File: src/rtl/prtt_pkg.sv
// Package for the periodic report timer table.
// Holds field widths, command codes and the table entry layout.
// No dependencies.
package prtt_pkg;

  localparam int ENTRIES_DEF = 16;

  localparam int ID_W   = 8;
  localparam int TIME_W = 32;
  localparam int CMD_W  = 2;

  localparam logic [CMD_W-1:0] CMD_TICK   = 2'd0;
  localparam logic [CMD_W-1:0] CMD_ACT    = 2'd1;
  localparam logic [CMD_W-1:0] CMD_DEACT  = 2'd2;

  localparam logic [TIME_W-1:0] LIFETIME_RST = 32'd10000;

  typedef struct packed {
    logic [TIME_W-1:0] expiry;
    logic [TIME_W-1:0] due;
    logic [TIME_W-1:0] period;
    logic [ID_W-1:0]   id;
  } entry_t;

endpackage

File: src/rtl/periodic_report_timer_table.sv
// Periodic report timer table: top level with the entry memory and scan engine.
// Depends on prtt_pkg.
//
// The block holds up to ENTRIES subscriptions in one single-port-write,
// single-port-read synchronous memory (registered read data). Every
// command (tick, activate, deactivate) walks the occupied entries in table
// order, one entry per cycle while the scan does not stall, re-writing kept
// entries to a compacting write pointer, so removals close gaps as they go.
// An accepted item is finished before the next one is taken: the idle
// state accepts it and issues the first read, the scan state handles each
// entry as a read-modify-write through the memory port, and a closing
// state ends the scan. Unused command code three is accepted and ignored.
// A tick may take longer if the result channel stalls: the scan holds while
// a due event cannot be handed to the output register. The configuration port
// is always ready; write lifetime_ticks only while the block is idle.
module periodic_report_timer_table #(
  parameter int ENTRIES = prtt_pkg::ENTRIES_DEF
) (
  input  logic        clk,
  input  logic        rst_n,
  // input stream
  input  logic        in_tvalid,
  output logic        in_tready,
  input  logic [39:0] in_tdata,   // [7:0] resource_id, [39:8] period_ticks
  input  logic [1:0]  in_tuser,   // [1:0] command
  // result stream
  output logic        out_tvalid,
  input  logic        out_tready,
  output logic [7:0]  out_tdata,  // [7:0] event_id
  output logic        out_tlast,
  // configuration: lifetime_ticks
  input  logic        cfg_valid,
  output logic        cfg_ready,
  input  logic [31:0] cfg_data
);

  localparam int IW = (ENTRIES > 1) ? $clog2(ENTRIES) : 1;
  localparam int CW = $clog2(ENTRIES + 1);
  localparam logic [CW-1:0] FULL = CW'(ENTRIES);

  localparam logic [1:0] ST_IDLE = 2'd0;
  localparam logic [1:0] ST_SCAN = 2'd1;
  localparam logic [1:0] ST_FIN  = 2'd2;

  // entry memory
  prtt_pkg::entry_t mem [ENTRIES];
  prtt_pkg::entry_t rdata_r;
  logic             mem_we;
  logic [IW-1:0]    mem_wa;
  prtt_pkg::entry_t mem_wd;
  logic             mem_re;
  logic [IW-1:0]    mem_ra;

  always_ff @(posedge clk) begin
    if (mem_we) begin
      mem[mem_wa] <= mem_wd;
    end
    if (mem_re) begin
      rdata_r <= mem[mem_ra];
    end
  end

  // control state
  logic [1:0]                    state_r,    state_nxt;
  logic [prtt_pkg::TIME_W-1:0]   time_r,     time_nxt;
  logic [prtt_pkg::TIME_W-1:0]   life_r,     life_nxt;
  logic [CW-1:0]                 count_r,    count_nxt;
  logic [CW-1:0]                 left_r,     left_nxt;
  logic [CW-1:0]                 wr_r,       wr_nxt;
  logic [IW-1:0]                 rd_r,       rd_nxt;
  logic                          found_r,    found_nxt;
  logic [prtt_pkg::CMD_W-1:0]    cmd_r,      cmd_nxt;
  logic [prtt_pkg::ID_W-1:0]     id_r,       id_nxt;
  logic [prtt_pkg::TIME_W-1:0]   period_r,   period_nxt;
  logic                          pend_v_r,   pend_v_nxt;
  logic [prtt_pkg::ID_W-1:0]     pend_id_r,  pend_id_nxt;
  logic                          out_v_r,    out_v_nxt;
  logic [prtt_pkg::ID_W-1:0]     out_id_r,   out_id_nxt;
  logic                          out_last_r, out_last_nxt;

  logic                          out_free;
  logic                          push;
  logic [prtt_pkg::ID_W-1:0]     push_id;
  logic                          push_last;
  logic                          emit;
  logic                          expire;
  logic                          match;
  logic                          drop;
  logic                          stall;
  prtt_pkg::entry_t              upd;

  assign in_tready  = (state_r == ST_IDLE);
  assign cfg_ready  = 1'b1;
  assign out_tvalid = out_v_r;
  assign out_tdata  = out_id_r;
  assign out_tlast  = out_last_r;
  assign out_free   = !out_v_r || out_tready;

  // per-entry decisions on the registered read data
  always_comb begin
    emit   = (cmd_r == prtt_pkg::CMD_TICK) && (rdata_r.due <= time_r);
    expire = (cmd_r == prtt_pkg::CMD_TICK) && (rdata_r.expiry <= time_r);
    match  = (rdata_r.id == id_r);
    drop   = expire || ((cmd_r == prtt_pkg::CMD_DEACT) && match);
    stall  = emit && pend_v_r && !out_free;
    upd    = rdata_r;
    if (emit) begin
      upd.due = time_r + rdata_r.period;
    end
  end

  always_comb begin
    state_nxt   = state_r;
    time_nxt    = time_r;
    life_nxt    = life_r;
    count_nxt   = count_r;
    left_nxt    = left_r;
    wr_nxt      = wr_r;
    rd_nxt      = rd_r;
    found_nxt   = found_r;
    cmd_nxt     = cmd_r;
    id_nxt      = id_r;
    period_nxt  = period_r;
    pend_v_nxt  = pend_v_r;
    pend_id_nxt = pend_id_r;
    mem_we      = 1'b0;
    mem_wa      = wr_r[IW-1:0];
    mem_wd      = upd;
    mem_re      = 1'b0;
    mem_ra      = rd_r;
    push        = 1'b0;
    push_id     = pend_id_r;
    push_last   = 1'b0;

    if (cfg_valid) begin
      life_nxt = cfg_data;
    end

    case (state_r)
      ST_IDLE: begin
        if (in_tvalid) begin
          cmd_nxt    = in_tuser;
          id_nxt     = in_tdata[7:0];
          period_nxt = in_tdata[39:8];
          wr_nxt     = '0;
          rd_nxt     = IW'(1);
          found_nxt  = 1'b0;
          left_nxt   = count_r;
          if (in_tuser == prtt_pkg::CMD_TICK || in_tuser == prtt_pkg::CMD_ACT ||
              in_tuser == prtt_pkg::CMD_DEACT) begin
            if (in_tuser == prtt_pkg::CMD_TICK) begin
              time_nxt = time_r + 32'd1;
            end
            if (count_r == '0) begin
              state_nxt = ST_FIN;
            end else begin
              mem_re    = 1'b1;
              mem_ra    = '0;
              state_nxt = ST_SCAN;
            end
          end
        end
      end
      ST_SCAN: begin
        if (!stall) begin
          // write back kept entries at the compacting pointer
          if (!drop) begin
            mem_we = 1'b1;
            wr_nxt = wr_r + CW'(1);
          end
          if (emit) begin
            if (pend_v_r) begin
              push = 1'b1;
            end
            pend_v_nxt  = 1'b1;
            pend_id_nxt = rdata_r.id;
          end
          if ((cmd_r == prtt_pkg::CMD_ACT) && match) begin
            found_nxt = 1'b1;
          end
          left_nxt = left_r - CW'(1);
          if (left_r == CW'(1)) begin
            state_nxt = ST_FIN;
          end else begin
            mem_re = 1'b1;
            rd_nxt = rd_r + IW'(1);
          end
        end
      end
      ST_FIN: begin
        count_nxt = wr_r;
        if ((cmd_r == prtt_pkg::CMD_ACT) && !found_r && (wr_r < FULL)) begin
          mem_we        = 1'b1;
          mem_wd.id     = id_r;
          mem_wd.period = period_r;
          mem_wd.due    = time_r + period_r;
          mem_wd.expiry = time_r + life_r;
          count_nxt     = wr_r + CW'(1);
        end
        // flush the held event as the final beat of the tick
        if (pend_v_r) begin
          if (out_free) begin
            push       = 1'b1;
            push_last  = 1'b1;
            pend_v_nxt = 1'b0;
            state_nxt  = ST_IDLE;
          end
        end else begin
          state_nxt = ST_IDLE;
        end
      end
      default: begin
        state_nxt = ST_IDLE;
      end
    endcase
  end

  always_comb begin
    out_v_nxt    = out_v_r;
    out_id_nxt   = out_id_r;
    out_last_nxt = out_last_r;
    if (push) begin
      out_v_nxt    = 1'b1;
      out_id_nxt   = push_id;
      out_last_nxt = push_last;
    end else if (out_tready) begin
      out_v_nxt = 1'b0;
    end
  end

  always_ff @(posedge clk) begin
    if (!rst_n) begin
      state_r  <= ST_IDLE;
      time_r   <= '0;
      life_r   <= prtt_pkg::LIFETIME_RST;
      count_r  <= '0;
      pend_v_r <= 1'b0;
      out_v_r  <= 1'b0;
    end else begin
      state_r  <= state_nxt;
      time_r   <= time_nxt;
      life_r   <= life_nxt;
      count_r  <= count_nxt;
      pend_v_r <= pend_v_nxt;
      out_v_r  <= out_v_nxt;
    end
  end

  always_ff @(posedge clk) begin
    left_r     <= left_nxt;
    wr_r       <= wr_nxt;
    rd_r       <= rd_nxt;
    found_r    <= found_nxt;
    cmd_r      <= cmd_nxt;
    id_r       <= id_nxt;
    period_r   <= period_nxt;
    pend_id_r  <= pend_id_nxt;
    out_id_r   <= out_id_nxt;
    out_last_r <= out_last_nxt;
  end

`ifndef SYNTHESIS
  a_count_bound: assert property (@(posedge clk) disable iff (!rst_n)
    count_r <= FULL)
    else $error("entry count above table depth");

  a_pend_tick_only: assert property (@(posedge clk) disable iff (!rst_n)
    pend_v_r |-> (cmd_r == prtt_pkg::CMD_TICK))
    else $error("event held outside a tick scan");

  a_idle_no_pend: assert property (@(posedge clk) disable iff (!rst_n)
    (state_r == ST_IDLE) |-> !pend_v_r)
    else $error("held event lost on return to idle");

  a_scan_left: assert property (@(posedge clk) disable iff (!rst_n)
    (state_r == ST_SCAN) |-> (left_r != '0) && (wr_r + left_r <= count_r))
    else $error("scan pointers out of step");
`endif

endmodule
File: config.mk
export PLATFORM = sky130hd
export DESIGN_NAME = periodic_report_timer_table
export DESIGN_NICKNAME = d
export VERILOG_FILES = /design/src/rtl/prtt_pkg.sv /design/src/rtl/periodic_report_timer_table.sv
export SDC_FILE = /design/constraint.sdc
export NUM_CORES = 2
export LEC_CHECK = 0
export ABC_AREA = 1
export BUFFER_PORTS_ARGS = -buffer_cell sky130_fd_sc_hd__buf_2
export CAP_MARGIN = 40
export CORE_MARGIN = 3
export CORE_UTILIZATION = 44
export DETAILED_ROUTE_END_ITERATION = 6
export PLACE_DENSITY = 0.59
export SETUP_SLACK_MARGIN = 0.3
export SKIP_CTS_REPAIR_TIMING = 1
export SLEW_MARGIN = 20
export SYNTH_ARGS = -nofsm -noshare
export SYNTH_HDL_FRONTEND = slang
export SYNTH_SLANG_ARGS = --single-unit
File: constraint.sdc
create_clock -name clk -period 7.78 [get_ports clk]
set_input_delay 1.167 -clock clk [delete_from_list [all_inputs] [get_ports clk]]
set_output_delay 1.167 -clock clk [all_outputs]
set_load 0.005 [all_outputs]
======== After elaboration in Yosys (flattened, before gate mapping) ========
Memory sizes are Yosys's and may differ from the RTL's. A register that Yosys moved wholly into a read port is not among the register bits.
Cells that the tools add are included.
word-level totals
  bits in registers ....................... 147
  memories kept ........................... 1
  word-level logic and storage cells ...... 132
  output and inout port bits .............. 12
  memory bits (writable) .................. 1664
memories
  memory  depth  width  read ports  clocked after memory_dff  write ports  line                               text
  mem     16     104    1           1                         1            periodic_report_timer_table.sv:46  prtt_pkg::entry_t mem [ENTRIES];
operators by class
  add/sub/neg operators ................... 7
  equality and inequality tests ........... 17
  reduce and logical (&&, ||, !) cells .... 31
  $lt $le $gt $ge ......................... 3
  multiplexer cells ....................... 56
  bitwise operators ....................... 1
operators by type and width
  operator                 number
  $mux W104                2
  $add A32 B32 Y32         3
  $le A32 B32 Y1           2
  $add A32 B1 Y32 const B  1
  $mux W32                 1
  $mux W5                  6
  $mux W4                  7
  $mux W1                  24
  $pmux W5 S2              2
  $reduce_and A4 Y1        4
  $mux W2                  7
  $ne A2 B2 Y1 const B     7
  $pmux W1 S2              5
  $reduce_and A3 Y1        3
  $eq A8 B8 Y1             1
  $logic_and A1 B1 Y1      8
  $pmux W4 S2              1
  $eq A2 B1 Y1 const B     3
  $eq A2 B2 Y1 const B     3
  $logic_not A2 Y1         3
  $pmux W2 S3              1
  $reduce_bool A2 Y1       3
  $add A5 B1 Y5 const B    1
  $eq A5 B1 Y1 const B     1
  other kinds (11)         16

======== Logic depth before layout (Yosys ltp) ========
  depth after elaboration ................. 8
  gate-level depth with buffers ........... 21
  depth with buffers taken out ............ 20

======== Least setup slack after synthesis ========
OpenSTA, ideal clock, no wires.
  path kind ............................... register to register
  start point ............................. register time_r[31] (netlist bit)
  end point ............................... memory mem[10][0] (netlist bit) (enable)
  clock period less this slack ............ 6.919 ns
  arrival ................................. 6.351 ns
  required time ........................... 7.213 ns
  path buffers ............................ 2
  path slack .............................. 0.861 ns
  cell stages (with the launch flop) ...... 17
  cells stage by stage .................... dfxtp_1 > clkbuf_1 > inv_1 > ha_1 > nand2_1 > nor2_1 > nand2_1 > nor2_1 > nand2_1 > nand2_1 > nand2_1 > nand3_1 > nand3_1 > nand2_1 > nand2_1 > buf_2 > nor2_1
on the way
  longest elaborated chain between the ends .. 8
RTL lines
  what                                                              line                                                                    text
  start: declaration                                                periodic_report_timer_table.sv:65                                       logic [prtt_pkg::TIME_W-1:0] time_r, time_nxt;
  start signal: assignment                                          periodic_report_timer_table.sv:241                                      time_r <= time_nxt;
  $le A32 B32 Y1, on equally long branches                          periodic_report_timer_table.sv:102, periodic_report_timer_table.sv:101
  $logic_and A1 B1 Y1, on equally long branches                     periodic_report_timer_table.sv:102, periodic_report_timer_table.sv:101
  $logic_or A1 B1 Y1 / $logic_and A1 B1 Y1 (equally long branches)  periodic_report_timer_table.sv:104, periodic_report_timer_table.sv:105
  $mux W1 / $logic_and A1 B1 Y1 (equally long branches)             periodic_report_timer_table.sv:167, periodic_report_timer_table.sv:105
  $mux W1 (*)                                                       periodic_report_timer_table.sv:165                                      if (!stall) begin
  $pmux W1 S2 (*)                                                   periodic_report_timer_table.sv:139                                      case (state_r)
  $mux W1 (*)                                                       periodic_report_timer_table.sv:55                                       if (mem_we) begin
  $mux W1 (not written as such) (*)                                 periodic_report_timer_table.sv:56                                       mem[mem_wa] <= mem_wd;
  end: declaration                                                  periodic_report_timer_table.sv:46
Mark *: on every way between the ends. The rest lies on a longest branch, timed or not.

======== Worst setup path after layout ========
  start point ............................. register time_r[9] (netlist bit)
  end point ............................... memory mem[0][42] (netlist bit) (enable)
The elaborated chain is that of the path after synthesis.

==> results.yml <==
outcome:
  status: "finished, violations left"
  violations: "DRC"
timing:
  finalCriticalPeriod_ns: 5.01
  fin_skew_ns: 0.0351
  fin_crit_sh_pct: 64.4
  fmax_mhz: 200
  tns_ns: 0
  whs_ns: 0.418
  slew_headroom_pct: 30.1
  setup_viol: 0
  timing_hold_violations_final: 0
  tightest_slew_ns: 1.05
  rsz0062_at_grt: "no"
  finalMaxSlewViolations: 0
synthesis:
  synthMuxAreaShare_pct: 0.179
  synth_area_um2: 83700
  synth.area.top_cells: "edfxtp_1, nor2_1, nand2_1, o211ai_1, nor3_1"
  synth_top_family_by_area: "simple AND/OR/NAND/NOR gates"
  synth_fp_nets: 7374
  ys_ff_latch: 1915
  synth_cells: 7124
  synth_compound_area_share_pct: 9.13
  synthSimpleGateAreaFrac_pct: 16.2
  synth_top_area_share_pct: 66.1
  yosys_most_used_dff: "edfxtp_1"
  synth_cell_type_count: 57
  synth_edf_count: 1842
  yosys_warnings: 0
  synthXorXnorAreaFrac_pct: 0.733
  synth.largest_area_cell: "edfxtp_1"
  ys_async_sr_fraction_pct: 0
  synthAdderAreaFrac_pct: 2.58
  syn_area_per_cell_um2: 11.7
  ys_seq_area_share_pct: 67.9
cts:
  cts_tree: "done"
  clock-sinks: 1915
  cts_root_buf: "clkbuf_16"
  clk_pin_slew_ns: 0.06
  htree_levels: 4
  worstSkewPairLatency_ns: 0.86
  numCtsBuffers: 199
  cts.path.max_buffers: 3
layout:
  fill_cells: 16300
  finalNetCount: 7417
  area_growth_pct: 12.2
  multi_input_area_um2: 24300
  final_cells: 9828
  layout_common_cells: "edfxtp_1, nor2_1, nand2_1"
  layout-drive-gt1-share_pct: 11.0
  seqCellArea_um2: 56800
  layout_commonest_cell: "edfxtp_1"
placed_design:
  hpwl_um: 150000
  dp_cells: 9457
  port_buffers: 89
  place.gp.congestion: 1.03
setup_path:
  r2r-start: "time_r[9]$_SDFFE_PN0P_"
  start_kind: "flip-flop"
  cp.required_ns: 8.23
  ff2ff_path_depth: 17
  critPathKind: "flip-flop to flip-flop"
  critPathMaxFanout: 37
  setup.worst_path.end: "mem[0][42]$_DFFE_PP_"
  reg2reg_slack_ns: 2.77
  worstReg2RegEnd: "mem[0][42]$_DFFE_PP_"
  endpoint_kind: "flip-flop"
  crit_arrival_ns: 5.46
  crit_start: "time_r[9]$_SDFFE_PN0P_"
routing:
  wl_um: 255000
  drt-pass1-iter-count: 7
  drc_errors: 1
  routedWlPerCell_um: 26.0
  antenna_left: 0
  viasPerCell: 5.79
  drtIter0Drc: 6192
  vias: 56900
die:
  rows: 159
  fp.dieH_um: 442
  die_x_um: 442
  coreArea_um2: 188000
  ios: 91
  dieArea_um2: 195000
  start_util_pct: 44.4
global_route:
  grt_max_degree: 182
  grt_pass1_wl_um: 372000
  grt-ovfl-total: 0
  grt_pass1_vias: 54200
  antenna_found_initial: 4
  grt.total_usage_pct: 25.6
power_and_ir_drop:
  power.total_mw: 36.5
  ir_drop_v: 0.000341
  total_leakage_power_nw: 32.5
  powerDensity_nw_per_um2: 389
hold_path:
  hold_class: "flip-flop to flip-flop"
job:
  maxCapViolCount: 0
==> through the flow <==
stage	setup slack, ns	util, %	cell area [um^2]
6_report	2.77	49.8	93900
3_5_place_dp	2.69	46.3	87300
5_1_grt	2.52	49.8	93900
3_3_place_gp	2.63	46.0	86600
4_1_cts	2.81	49.8	93800
2_1_floorplan	0.861	-	83700
==> state kept, by name, summed over array words and instances, names as in the netlist <==
signal,count
cmd_r,2
state_r,2
count_r,5
out_tdata,8
rd_r,4
found_r,1
mem,1664
time_r,32
pend_v_r,1
life_r,32
id_r,8
out_tlast,1
pend_id_r,8
period_r,32
wr_r,5
rdata_r,104
left_r,5
out_tvalid,1
==> per-layer routing <==
layer | global-route usage [%] | wire [um] | part of all wire [%]
met5 | 0 | 0 | 0
met1 | 35.6 | 109000 | 43
met2 | 39.7 | 117000 | 46
met3 | 4.69 | 18800 | 7.4
met4 | 10.5 | 10700 | 4.2
==> how the worst min path moves through the flow <==
stage,from,endpoint,slack [ns],cells past startpoint
2_1_floorplan,pend_id_r[0]$_DFFE_PP_,out_tdata[0]$_DFFE_PP_,0.40,0
3_3_place_gp,pend_id_r[1]$_DFFE_PP_,out_tdata[1]$_DFFE_PP_,0.40,0
3_5_place_dp,pend_id_r[7]$_DFFE_PP_,out_tdata[7]$_DFFE_PP_,0.40,0
4_1_cts,in_tdata[24],period_r[16]$_DFFE_PP_,0.41,1
5_1_grt,pend_id_r[7]$_DFFE_PP_,out_tdata[7]$_DFFE_PP_,0.43,0
6_report,pend_id_r[7]$_DFFE_PP_,out_tdata[7]$_DFFE_PP_,0.42,0
==> Yosys cell counts (all sizes together), types with 15 or more instances <==
master  number
a211oi     106
a21o        19
a21oi      202
buf        189
clkbuf     198
dfxtp       73
edfxtp    1842
ha         168
inv        254
mux2i       15
nand2      958
nand3      193
nand4       33
nor2      1121
nor3       454
o211ai     322
o21ai      286
o22ai      106
o31ai      104
or2        320
xnor2       16
xor2        54
==> cell families after synthesis <==
family / count (synthesis)
AO/OA/AOI/OAI: 1198
XOR/XNOR: 70
adder cells (fa/ha/maj): 171
buffers and inverters: 645
flip-flops: 1915
multiplexers: 15
other: 1
AND/OR/NAND/NOR: 3109
==> critical path, cell delays in order, from the launching register on <==
cell,delay [ns]
dfxtp_1,0.54
inv_1,0.18
ha_1,0.33
nand4_1,0.12
nor3_1,0.26
nand2_1,0.09
nand2_1,0.10
nand2_1,0.07
nand2_1,0.10
nand2_1,0.21
nand3_1,0.18
nand3_1,0.09
nand2_1,0.06
nand2_1,0.06
buf_4,0.27
nor2_4,0.55
buf_4,0.56
buf_4,0.78
==> power breakdown <==
part / leakage [nW] / switching, mW / internal (mW)
combinational: 12.1 / 9.01 / 3.36
sequential: 17.2 / 0.656 / 13.9
clock: 3.19 / 4.04 / 5.54
==> area by class of cell <==
| cell class | instances | share of cell area, % |
|---|---|---|
| Sequential cell | 1915 | 60.5 |
| Tap cell | 2495 | 3.32 |
| Timing Repair Buffer | 229 | 2.25 |
| Antenna cell | 1 | 0.00266 |
| Inverter | 258 | 1.06 |
| Clock inverter | 130 | 1.45 |
| Multi-Input combinational cell | 4564 | 25.9 |
| Clock buffer | 236 | 5.54 |
Note: power is estimated with default switching activity, not from simulation.
